--- src/rtl/mvd_pkg.sv ---
package mvd_pkg;

    localparam int NUM_BALLS = 8;
    localparam int BALL_W    = $clog2(NUM_BALLS);
    localparam int GRID_EDGE = 32;
    localparam int GRID_W    = $clog2(GRID_EDGE);
    localparam int VOX_W     = 15;
    localparam int SS_W      = 31;
    localparam int Q_W       = 32;
    localparam int FIELD_W   = 17;
    localparam int PADDR_W   = 3;

    localparam logic [FIELD_W-1:0] Q_ONE    = FIELD_W'(65536);
    localparam logic [SS_W-1:0]    SS_RESET = SS_W'(65536);
    localparam logic [7:0]         DENS_SCALE = 8'd255;

    localparam logic [BALL_W-1:0] BALL_LAST = BALL_W'(NUM_BALLS - 1);
    localparam logic [1:0]        AXIS_X    = 2'd0;
    localparam logic [1:0]        AXIS_Y    = 2'd1;
    localparam logic [1:0]        AXIS_Z    = 2'd2;

    localparam logic [PADDR_W-1:0] ADDR_SPACE_SIZE = PADDR_W'(0);

    typedef enum logic [1:0] {
        OP_LOAD   = 2'd0,
        OP_TICK   = 2'd1,
        OP_SAMPLE = 2'd2
    } t_op;

    typedef struct packed {
        t_op                 op;
        logic [2:0]          ball_index;
        logic signed [31:0]  pos_x;
        logic signed [31:0]  pos_y;
        logic signed [31:0]  pos_z;
        logic signed [31:0]  vel_x;
        logic signed [31:0]  vel_y;
        logic signed [31:0]  vel_z;
        logic [30:0]         radius_in;
        logic [30:0]         frame_time;
        logic [VOX_W-1:0]    voxel_index;
    } t_item;

    typedef struct packed {
        logic [7:0]       density;
        logic [VOX_W-1:0] voxel_echo;
    } t_res;

    typedef enum logic [3:0] {
        S_IDLE,
        S_TMUL,
        S_TCHK,
        S_TWR,
        S_SCRD,
        S_SDIF,
        S_SMAC,
        S_SACC,
        S_SOUT
    } t_state;

    typedef struct packed {
        logic              load;
        logic              capture;
        logic              t_mul;
        logic              t_chk;
        logic              t_wr;
        logic              s_crd;
        logic              s_dif;
        logic              s_mac;
        logic              s_acc;
        logic              s_out;
        logic [BALL_W-1:0] ball;
        logic [1:0]        axis;
    } t_cmd;

    typedef struct packed {
        logic out_busy;
    } t_sts;

endpackage

--- src/rtl/mvd_ctrl.sv ---
module mvd_ctrl (
    input  logic          i_clk,
    input  logic          i_rst_n,
    input  logic          i_valid,
    input  mvd_pkg::t_op  i_op,
    input  mvd_pkg::t_sts i_sts,
    output logic          o_ready,
    output mvd_pkg::t_cmd o_cmd
);
    import mvd_pkg::*;

    t_state            r_state, n_state;
    logic [BALL_W-1:0] r_ball, n_ball;
    logic [1:0]        r_axis, n_axis;

    always_ff @(posedge i_clk) begin
        if (!i_rst_n) begin
            r_state <= S_IDLE;
            r_ball  <= '0;
            r_axis  <= AXIS_X;
        end else begin
            r_state <= n_state;
            r_ball  <= n_ball;
            r_axis  <= n_axis;
        end
    end

    always_comb begin
        n_state = r_state;
        n_ball  = r_ball;
        n_axis  = r_axis;
        o_ready = 1'b0;
        o_cmd   = '0;
        o_cmd.ball = r_ball;
        o_cmd.axis = r_axis;
        unique case (r_state)
            S_IDLE: begin
                o_ready = 1'b1;
                n_ball  = '0;
                n_axis  = AXIS_X;
                if (i_valid) begin
                    unique case (i_op)
                        OP_LOAD: o_cmd.load = 1'b1;
                        OP_TICK: begin
                            o_cmd.capture = 1'b1;
                            n_state = S_TMUL;
                        end
                        OP_SAMPLE: begin
                            o_cmd.capture = 1'b1;
                            n_state = S_SCRD;
                        end
                        default: n_state = S_IDLE;
                    endcase
                end
            end
            S_TMUL: begin
                o_cmd.t_mul = 1'b1;
                n_state = S_TCHK;
            end
            S_TCHK: begin
                o_cmd.t_chk = 1'b1;
                n_state = S_TWR;
            end
            S_TWR: begin
                o_cmd.t_wr = 1'b1;
                if (r_axis == AXIS_Z) begin
                    n_axis = AXIS_X;
                    if (r_ball == BALL_LAST) begin
                        n_state = S_IDLE;
                    end else begin
                        n_ball  = r_ball + 1'b1;
                        n_state = S_TMUL;
                    end
                end else begin
                    n_axis  = r_axis + 1'b1;
                    n_state = S_TMUL;
                end
            end
            S_SCRD: begin
                o_cmd.s_crd = 1'b1;
                n_state = S_SDIF;
            end
            S_SDIF: begin
                o_cmd.s_dif = 1'b1;
                n_state = S_SMAC;
            end
            S_SMAC: begin
                o_cmd.s_mac = 1'b1;
                if (r_axis == AXIS_Z) begin
                    n_axis  = AXIS_X;
                    n_state = S_SACC;
                end else begin
                    n_axis  = r_axis + 1'b1;
                    n_state = S_SDIF;
                end
            end
            S_SACC: begin
                o_cmd.s_acc = 1'b1;
                if (r_ball == BALL_LAST) begin
                    n_state = S_SOUT;
                end else begin
                    n_ball  = r_ball + 1'b1;
                    n_state = S_SDIF;
                end
            end
            S_SOUT: begin
                if (!i_sts.out_busy) begin
                    o_cmd.s_out = 1'b1;
                    n_state = S_IDLE;
                end
            end
            default: n_state = S_IDLE;
        endcase
    end

`ifndef SYNTHESIS
    a_tick_start: assert property (@(posedge i_clk) disable iff (!i_rst_n)
        (r_state == S_IDLE && i_valid && i_op == OP_TICK)
        |=> (r_state == S_TMUL && r_ball == '0 && r_axis == AXIS_X))
        else $error("tick did not start at first ball");
    a_out_last: assert property (@(posedge i_clk) disable iff (!i_rst_n)
        (r_state == S_SOUT) |-> (r_ball == BALL_LAST && r_axis == AXIS_X))
        else $error("sample result before all balls visited");
`endif

endmodule

--- config.mk ---
export PLATFORM = sky130hd
export DESIGN_NAME = mvd_ctrl
export DESIGN_NICKNAME = d
export VERILOG_FILES = /design/src/rtl/mvd_pkg.sv /design/src/rtl/mvd_ctrl.sv
export SDC_FILE = /design/constraint.sdc
export NUM_CORES = 1
export LEC_CHECK = 0
export BUFFER_PORTS_ARGS = -buffer_cell sky130_fd_sc_hd__buf_4
export CAP_MARGIN = 15
export CORE_MARGIN = 5
export CORE_UTILIZATION = 53
export DETAILED_ROUTE_END_ITERATION = 10
export GPL_TIMING_DRIVEN = 0
export PLACE_DENSITY = 0.78
export SYNTH_ARGS = -nofsm -noshare
export SYNTH_HDL_FRONTEND = slang
export SYNTH_SLANG_ARGS = --single-unit
--- constraint.sdc ---
create_clock -name i_clk -period 4.1 [get_ports i_clk]
set_input_delay 0.615 -clock i_clk [delete_from_list [all_inputs] [get_ports i_clk]]
set_output_delay 0.615 -clock i_clk [all_outputs]
set_load 0.005 [all_outputs]
== After elaboration in Yosys (flattened, before gate mapping) ==
Index checks and enable logic that the tools add are counted.
Word-level totals
  word-level logic and storage cells: 56
  register bits after elaboration: 9
  bits of input ports: 6
  output and inout bits: 16
Cells by class
  add/sub/neg operators: 2
  multiplexer cells: 27
  reduce and logical (&&, ||, !) cells: 8
  eq/ne operators: 16
Operator list (count)
  $pmux W4 S9: 1
  $eq A4 B3 Y1 const B: 4
  $mux W4: 4
  $mux W1: 13
  $pmux W4 S3: 1
  $pmux W3 S3: 1
  $eq A4 B2 Y1 const B: 2
  $mux W2: 4
  $ne A2 B2 Y1 const B: 4
  $mux W3: 2
  $eq A2 B2 Y1 const B: 2
  $eq A4 B1 Y1 const B: 1
  $eq A4 B4 Y1 const B: 1
  $logic_not A4 Y1: 1
  $pmux W2 S2: 1
  $reduce_or A2 Y1: 2
  $add A3 B1 Y3 const B: 1
  $eq A3 B3 Y1 const B: 1
  $reduce_and A3 Y1: 1
  $reduce_bool A3 Y1: 1
  $add A2 B1 Y2 const B: 1
  $eq A2 B1 Y1 const B: 1
  $logic_not A2 Y1: 1
  $reduce_and A2 Y1: 1
  $reduce_bool A2 Y1: 1

== Longest topological paths before layout ==
Gate-level depths: netlist of the first run.
  depth in word-level cells: 5
  gate-level depth with buffers: 5
  mapped depth without buffers: 5

== Least setup slack after synthesis of the first run ==
No wires, ideal clock.
  kind: input port to output port
  start: in i_op[0]
  end: out o_cmd[13] (netlist name)
  setup slack: 2.424 ns
  data required time: 3.485 ns
  stages: 3
  buffers on the path: 0
  arrival: 1.061 ns
  path through: inv_1 ha_1 and3_1
RTL lines
  start: declaration: RTL line mvd_ctrl.sv:5  | input mvd_pkg::t_op i_op,
  end: declaration: RTL line mvd_ctrl.sv:8  | output mvd_pkg::t_cmd o_cmd

==> summary.md, run 1 <==
| Metric | Value |
|---|---|
| Status | finished, final reports clean |
| Diodes inserted | 0 |
| Critical path peak fanout | 8 |
| RSZ-0062 raised after global routing | no |
| Skew final | between 0.007 and 0.008 ns |
| Final setup fails | 0 |
| Max IR drop VDD | 207 uV |
| Placement Setup Slack | about 2.2 ns |
| Total power | 0.230 mW |
| Crit end category | primary output |
| Number of CTS-inserted buffers | 3 |
| Number of port buffers | 20 |
| Syn Area/Cell | approximately 9 sq um |
| Hold Slack | between 0.4 and 0.5 ns |
| Critical path data arrival time | 1.46 ns |
| Min cycle time layout | ~2.1 ns |
| TritonCTS clock tree | built |
| Die area | roughly 0.0023 sq mm |
| Fin area | ~950 sq um |
| Ranking of synthesized cells by area | dfxtp_1 (24%), ha_1 (10%), nand2b_1 (5.0%), mux2i_1 (4.0%), a2111oi_4 (3.7%) |
| GR Util All Layers | between 10% and 20% |
| Dpl cell area | 922 sq um |
| Share of the yosys chip area belonging to registers | 23.9% |
| Syn Std Cell Area | 753 sq um |
| Fraction of registers with async set or reset after synthesis | 0% |
| Placed Cells | 119 |
| Area delta synth->final | 26.1% |
| Clk sinks | 9 |
| Remaining global-route overflow | 0 |
| Drt initial violations | 6 |
| Vias | 672 |
| Final RePlAce weighted congestion | ~0.75 |
| Distinct cells, synth | 34 |
| Post CTS Setup Buffer Count | 0 |
| Synth warn | 0 |
| Post-Synthesis Cells | between 80 and 90 |
| Hold Vio Cnt, Final | 0 |
| DP Wirelength | 1.28 mm |
| PostCTS Resize Cnt | 0 |
| CORE AREA | between 0.001 and 0.0015 sq mm |
| Worst path required time | 3.48 ns |
| Number of max-slew violations in the final report | 0 |
| # rows | 13 |
| Routed WL | 1.57 mm |
| Number of synthesized register bits | 9 |
| CTS max path bufs | 2 |
| DR pass1 iterations | 3 |
| Post-synth top area share | between 20% and 30% |
| Fillers | roughly 130 |
| Post-Route Utilization | between 70% and 80% |
| Post-synth top flop | dfxtp_1 |
| Die Y-Extent | 47.7 um |
| Commonest non-fill, non-tap cell in the layout | buf_4 |
| Critical path class | reg -> out |
| Clock transition at path regs | roughly 0.07 ns |
| Layout cell share with drive strength beyond 1 | around a third |
| Residual DRC count | 0 |
| Setup TNS | 0 ns |
| Highest Clock Rate | between 400 and 500 MHz |
| Final setup slack of the worst path | around 2.0 ns |
| Pin count of the biggest net entering global routing | 11 |
| Post-route ant nets | 0 |
| Via density | about 5.5 |
| Global-route wire length before repair | ~2.7 mm |
| LEAKAGE | approximately 0.45 nW |
| Root buf cell | clkbuf_4 |
| Hold crit path type | reg -> reg |
| Worst slew margin | 68.6% |
| Period Utilization, post-route | between 50% and 60% |
| Initial antenna violation count | 0 |
| Worst Tran Pin Value | ~0.47 ns |
| Hold-fix buffers at CTS | 0 |
| Commonest cells after routing, fill and taps aside | buf_4 (22), dfxtp_1 (9), inv_1 (7), nand2_1 (7) |
| Max-cap violation count | 0 |
| # IOs | 22 |
| Vias in the first global route | 634 |
| Post-synth EDFFs | 0 |
| DR WL/cell | between 10 and 15 um |
| Post-synth top area cell | dfxtp_1 |
| CTS H-tree lvls | 1 |
| Worst-Skew Late Latency | roughly 0.27 ns |
| PwrDens | around 240 mW/mm^2 |
| Nature of the critical path startpoint | flip-flop |
| Nets | 121 |
| Die width | between 40 and 50 um |
| Post-Layout Cell Count | roughly 120 |
| Syn_nets | 96 |
| Initial Utilization | roughly 57% |
## path summary, 6_finish.rpt
kind	start	slack [ns]	endpoint	cells past startpoint
worst min-delay path	r_ball[1]	0.48	r_ball[1]	2
worst max-delay path	r_state[2]	2.02	o_cmd[13]	3
worst max register to register	r_ball[0]	2.57	r_state[0]	5
worst min register to register	r_ball[1]	0.48	r_ball[1]	2
## registers in the layout, summed over array words and instances (netlist names)
signal   count
r_axis       2
r_state      4
r_ball       3
## cells in the mapped netlist (all sizes together) (2+ instances only)
master	n
inv	7
nor2b	3
and3	3
nor4	3
a211oi	2
nor2	3
nand2	7
nor3	4
dfxtp	9
mux2i	3
nand3	2
ha	6
buf	4
nand2b	6
o21a	3
a21oi	4
## per-layer routing
| layer | global-route usage, % | wire length, um |
|---|---|---|
| met3 | 6.02 | 114 |
| met2 | 30.3 | 787 |
| met4 | 6.45 | 19 |
| met1 | 18.4 | 651 |
| met5 | 0 | 0 |
## where the power goes
group          internal [mW]  switching, mW
combinational         0.0337         0.0317
sequential            0.0898        0.00413
clock                 0.0361         0.0349
total                  0.160         0.0708
## area by class of cell
type | count | area [sq um] | share of cell area (%)
timing repair buffer | 20 | 150 | 15.8
tap | 15 | 18.8 | 1.98
clock buffer | 3 | 22.5 | 2.37
clock inverter | 1 | 5.00 | 0.527
multi-input combinational | 63 | 505 | 53.2
inverter | 7 | 26.3 | 2.77
sequential | 9 | 180 | 19.0
buffer | 5 | 41.3 | 4.35
## worst max-delay path, cell delays in order, from the launching register on
cell and delay [ns]:
dfxtp_1 0.38, nor4_4 0.49, and3_1 0.22, buf_4 0.11
## logic make-up (layout without fill, tap and decap cells)
kind of cell	Yosys count	count (layout)	synth area share (%)
flip-flops	9	9	23.9
multiplexers	3	3	3.99
AO/OA/AOI/OAI	14	14	16.9
XOR/XNOR	2	2	2.33
AND/OR/NAND/NOR	38	38	33.9
adder cells (fa/ha/maj)	6	6	9.97
buffers and inverters	12	36	8.97
(Power assumes the default switching activity.)
==> inputs of run 2 (changes only) <==
--- a/config.mk
+++ b/config.mk
@@ -7,11 +7,12 @@
 export LEC_CHECK = 0
 export BUFFER_PORTS_ARGS = -buffer_cell sky130_fd_sc_hd__buf_4
 export CAP_MARGIN = 15
+export CORE_ASPECT_RATIO = 1.25
 export CORE_MARGIN = 5
-export CORE_UTILIZATION = 53
+export CORE_UTILIZATION = 45
 export DETAILED_ROUTE_END_ITERATION = 10
 export GPL_TIMING_DRIVEN = 0
-export PLACE_DENSITY = 0.78
+export PLACE_DENSITY = 0.71
 export SYNTH_ARGS = -nofsm -noshare
 export SYNTH_HDL_FRONTEND = slang
 export SYNTH_SLANG_ARGS = --single-unit
==> constraint.sdc (replaced) <==
create_clock -name i_clk -period 1.86 [get_ports i_clk]
set_input_delay 0.279 -clock i_clk [delete_from_list [all_inputs] [get_ports i_clk]]
set_output_delay 0.279 -clock i_clk [all_outputs]
set_load 0.005 [all_outputs]
==> summary.md, run 2 (synthesized netlist as in run 1, its figures left out) <==
| Metric | Value |
|---|---|
| Status | finished, final reports clean |
| DR pass1 iterations | 5 |
| Critical path peak fanout | 8 |
| Remaining global-route overflow | 0 |
| PostCTS Resize Cnt | 0 |
| DR WL/cell | 12.7 um |
| CORE AREA | roughly 0.0016 sq mm |
| GR Util All Layers | 15.0% |
| Worst Tran Pin Value | 0.481 ns |
| # rows | 16 |
| Critical path data arrival time | between 1 and 1.5 ns |
| TritonCTS clock tree | built |
| Clock transition at path regs | ~0.06 ns |
| P_sw | ~0.15 mW |
| Post-route ant nets | 0 |
| CTS H-tree lvls | 1 |
| Crit end category | primary output |
| Clk sinks | 9 |
| Flop pwr share | 41.2% |
| Critical path class | reg -> out |
| Post CTS Setup Buffer Count | 0 |
| Pin count of the biggest net entering global routing | 11 |
| Highest Clock Rate | approximately 570 MHz |
| FF+latch area | ~180 sq um |
| Vias in the first global route | 698 |
| Hold crit path type | in -> reg |
| Worst path required time | approximately 1.6 ns |
| CTS max path bufs | 2 |
| Clock power frac | 30.2% |
| Die width | 46.6 um |
| Die area | about 0.0026 sq mm |
| Hold-fix buffers at CTS | 0 |
| Root buf cell | clkbuf_4 |
| Placement Setup Slack | between 0.3 and 0.4 ns |
| Global-route wire length before repair | between 3 and 4 mm |
| Setup TNS | 0 ns |
| Area delta synth->final | 26.4% |
| Die Y-Extent | ~56 um |
| Post-Layout Cell Count | 126 |
| Initial antenna violation count | 0 |
| Via density | 5.30 |
| Number of flip-flops in the largest register | 4 |
| Drt initial violations | 12 |
| Initial Utilization | a little under half |
| Worst-Skew Late Latency | around 0.26 ns |
| Commonest cells after routing, fill and taps aside | buf_4 (22), dfxtp_1 (9), inv_1 (7), nand2_1 (7) |
| P_int | approximately 0.36 mW |
| PwrDens | 529 mW/mm^2 |
| Fillers | about 150 |
| # IOs | 22 |
| Switching Fraction | between 20 and 30% |
| RSZ-0062 raised after global routing | no |
| LEAKAGE | 0.448 nW |
| Skew final | ~0.0023 ns |
| Area of the multi-input gates | between 500 and 600 sq um |
| Number of CTS-inserted buffers | 3 |
| Nets | ~120 |
| Routed WL | 1.60 mm |
| Min cycle time layout | ~1.8 ns |
| Residual DRC count | 0 |
| Max IR drop VDD | roughly 500 uV |
| Number of max-slew violations in the final report | 0 |
| Number of port buffers | 20 |
| Hold Vio Cnt, Final | 0 |
| Worst slew margin | slightly below 70% |
| Diodes inserted | 0 |
| Final setup slack of the worst path | roughly 0.11 ns |
| Largest reg by FF count | r_state |
| Period Utilization, post-route | approximately 94% |
| Placed Cells | between 100 and 150 |
| Largest registers | r_state: 4 flops, r_ball: 3 flops, r_axis: 2 flops |
| DP Wirelength | approximately 1.3 mm |
| Commonest non-fill, non-tap cell in the layout | buf_4 |
| Layout cell share with drive strength beyond 1 | a little under a third |
| Max-cap violation count | 0 |
| Vias | between 600 and 700 |
| Combinational power share | between 20 and 30% |
| Nature of the critical path startpoint | flip-flop |
| Final setup fails | 0 |
| Final RePlAce weighted congestion | around 0.7 |
==> run 2: critical path, stage by stage, from the launching register on <==
cell     delay, ns
dfxtp_1       0.38
nor4_4        0.50
and3_1        0.23
buf_4         0.11
==> run 2: area by class of cell <==
| cell class | instances | area share, % |
|---|---|---|
| Inverter | 7 | 2.76 |
| Tap cell | 18 | 2.37 |
| Buffer | 5 | 4.34 |
| Multi-Input combinational cell | 63 | 53.1 |
| Sequential cell | 9 | 18.9 |
| Clock buffer | 4 | 2.76 |
| Timing Repair Buffer | 20 | 15.8 |
==> run 2: power by group through the flow <==
stage	Combinational, mW	Sequential [mW]	Clock [mW]
CTS	0.146	0.207	0.155
floorplan	0.102	0.210	0
global route	0.162	0.208	0.167
global placement	0.144	0.212	0
detailed placement	0.146	0.212	0
finish	0.144	0.207	0.152
==> run 2: stage by stage <==
step | instance area [sq um] | power [mW] | hold WS, ns | util [%]
3_5_place_dp | 926 | 0.357 | 0.476 | 58.5
5_1_grt | 952 | 0.537 | 0.405 | 60.2
4_1_cts | 952 | 0.509 | 0.386 | 60.2
3_3_place_gp | 926 | 0.356 | 0.474 | 58.5
2_1_floorplan | 753 | 0.312 | 0.467 | -
6_report | 952 | 0.504 | 0.386 | 60.2
==> run 2: final timing paths <==
| kind | start | end | slack (ns) | cells past startpoint |
|---|---|---|---|---|
| max | r_state[2] | o_cmd[13] | 0.11 | 3 |
| min reg2reg | r_ball[1] | r_ball[1] | 0.49 | 2 |
| min | i_sts | r_state[3] | 0.39 | 3 |
| max reg2reg | r_ball[0] | r_state[0] | 0.35 | 5 |
==> run 2: metal layers <==
layer	up-vias	part of all wire, %	GRT usage (%)
met2	15	51	23.0
met1	308	44	20.4
met3	2	3.9	2.91
li1	343	-	-
met5	-	0	0
met4	0	1.1	4.88
==> inputs of run 3 (changes only) <==
--- a/config.mk
+++ b/config.mk
@@ -8,7 +8,7 @@
 export BUFFER_PORTS_ARGS = -buffer_cell sky130_fd_sc_hd__buf_4
 export CAP_MARGIN = 15
 export CORE_ASPECT_RATIO = 1.25
-export CORE_MARGIN = 5
+export CORE_MARGIN = 2
 export CORE_UTILIZATION = 45
 export DETAILED_ROUTE_END_ITERATION = 10
 export GPL_TIMING_DRIVEN = 0
==> summary.md, run 3 (synthesized netlist as in run 1, its figures left out) <==
| Metric | Value |
|---|---|
| Status | finished, final reports clean |
| Number of flip-flops in the largest register | 4 |
| Commonest non-fill, non-tap cell in the layout | buf_4 |
| Max-cap violation count | 0 |
| Hold Vio Cnt, Final | 0 |
| Min cycle time layout | about 1.7 ns |
| Max IR drop VDD | 386 uV |
| WHS Endpoint | r_state[3] |
| Nets | ~120 |
| Number of max-slew violations in the final report | 0 |
| Final RePlAce weighted congestion | between 0.7 and 0.8 |
| Diodes inserted | 0 |
| Post-route ant nets | 0 |
| R2R depth | 5 |
| Global-route wire length before repair | around 2.6 mm |
| Die width | about 41 um |
| CTS H-tree lvls | 1 |
| Hold Startpoint | i_sts |
| Residual DRC count | 0 |
| Via density | between 5 and 6 |
| Placement Setup Slack | around 0.32 ns |
| Number of CTS-inserted buffers | 3 |
| R2R Path Start | r_ball[0] |
| Largest reg by FF count | r_state |
| Area delta synth->final | 26.4% |
| Skew final | 0.00484 ns |
| CORE AREA | 0.00156 sq mm |
| Initial Utilization | approximately half |
| Critical path class | reg -> out |
| Worst Hold Depth | 3 |
| Worst path required time | 1.58 ns |
| DR WL/cell | approximately 12 um |
| Hold-fix buffers at CTS | 0 |
| Total power | approximately 0.50 mW |
| Hold crit path type | in -> reg |
| GR Util All Layers | 17.5% |
| Post CTS Setup Buffer Count | 0 |
| Clk sinks | 9 |
| Routed WL | roughly 1.5 mm |
| Commonest cells after routing, fill and taps aside | buf_4 (22), dfxtp_1 (9), inv_1 (7), nand2_1 (7) |
| TritonCTS clock tree | built |
| RSZ-0062 raised after global routing | no |
| Crit end category | primary output |
| # IOs | 22 |
| PwrDens | ~530 mW/mm^2 |
| Clock transition at path regs | roughly 0.060 ns |
| Worst R2R End | r_state[0] |
| Nature of the critical path startpoint | flip-flop |
| Root buf cell | clkbuf_4 |
| DR pass1 iterations | 4 |
| Final setup slack of the worst path | about 0.13 ns |
| Vias in the first global route | approximately 630 |
| Final setup fails | 0 |
| Die area | around 0.0020 sq mm |
| Layout cell share with drive strength beyond 1 | 30.6% |
| Reg2Reg Setup Slack | 0.32 ns |
| Die Y-Extent | 49.7 um |
| Remaining global-route overflow | 0 |
| # rows | 16 |
| Largest registers | r_state: 4 flops, r_ball: 3 flops, r_axis: 2 flops |
| Initial antenna violation count | 0 |
| LEAKAGE | about 0.45 nW |
| Vias | around 680 |
| Pin count of the biggest net entering global routing | 11 |
| Critical path data arrival time | approximately 1.5 ns |
| Hold Slack | approximately 0.38 ns |
| Worst-Skew Late Latency | between 0.2 and 0.3 ns |
| Setup TNS | 0 ns |
| DP Wirelength | roughly 1.2 mm |
| Number of port buffers | 20 |
| Critical path peak fanout | 8 |
| Worst Tran Pin Value | 0.463 ns |
| Period Utilization, post-route | 93.1% |
| Worst slew margin | approximately 69% |
| PostCTS Resize Cnt | 0 |
| Drt initial violations | 9 |
| CTS max path bufs | 2 |
| Highest Clock Rate | 578 MHz |
[run 3: cell counts in the layout (fill, tap and decap cells not counted)]
No cell type changed its count.
[run 3: critical path, stage by stage, from the launching register on]
cell and delay [ns]:
dfxtp_1 0.38, nor4_4 0.49, and3_1 0.22, buf_4 0.10
[run 3: worst max-delay path by stage]
stage            endpoint        from  slack (ns)
5_1_grt         o_cmd[13]  r_state[2]        0.02
3_5_place_dp   r_state[0]   r_ball[0]        0.32
3_3_place_gp   r_state[0]   r_ball[0]        0.35
4_1_cts         o_cmd[14]  r_state[2]        0.12
6_report        o_cmd[14]  r_state[2]        0.13
2_1_floorplan  r_state[0]   r_ball[0]        0.44
[run 3: report_power, final]
part | leakage (nW) | switching [mW] | total (mW) | internal, mW
Clock | 0.0150 | 0.0664 | 0.149 | 0.0825
Sequential | 0.0727 | 0.00998 | 0.208 | 0.198
Combinational | 0.360 | 0.0696 | 0.144 | 0.0746
[run 3: per-stage QoR]
step	util [%]	cell area [sq um]	instances
after detailed placement	59.3	926	122
final	61.0	952	126
after floorplan	-	753	84
after CTS	61.0	952	126
after global routing	61.0	952	126
after global placement	59.3	926	122
[run 3: cell type report]
type | count | area [sq um]
fill | 141 | 609
sequential | 9 | 180
clock buffer | 4 | 26.3
timing repair buffer | 20 | 150
buffer | 5 | 41.3
tap | 18 | 22.5
multi-input combinational | 63 | 505
inverter | 7 | 26.3
[run 3: routing by layer]
metal | vias to the layer above | wire, um | global-route usage [%]
li1 | 346 | - | -
met1 | 316 | 690 | 22.5
met2 | 11 | 815 | 29.4
met3 | 2 | 37 | 1.35
met4 | 0 | 6 | 5.00
met5 | - | 0 | 0
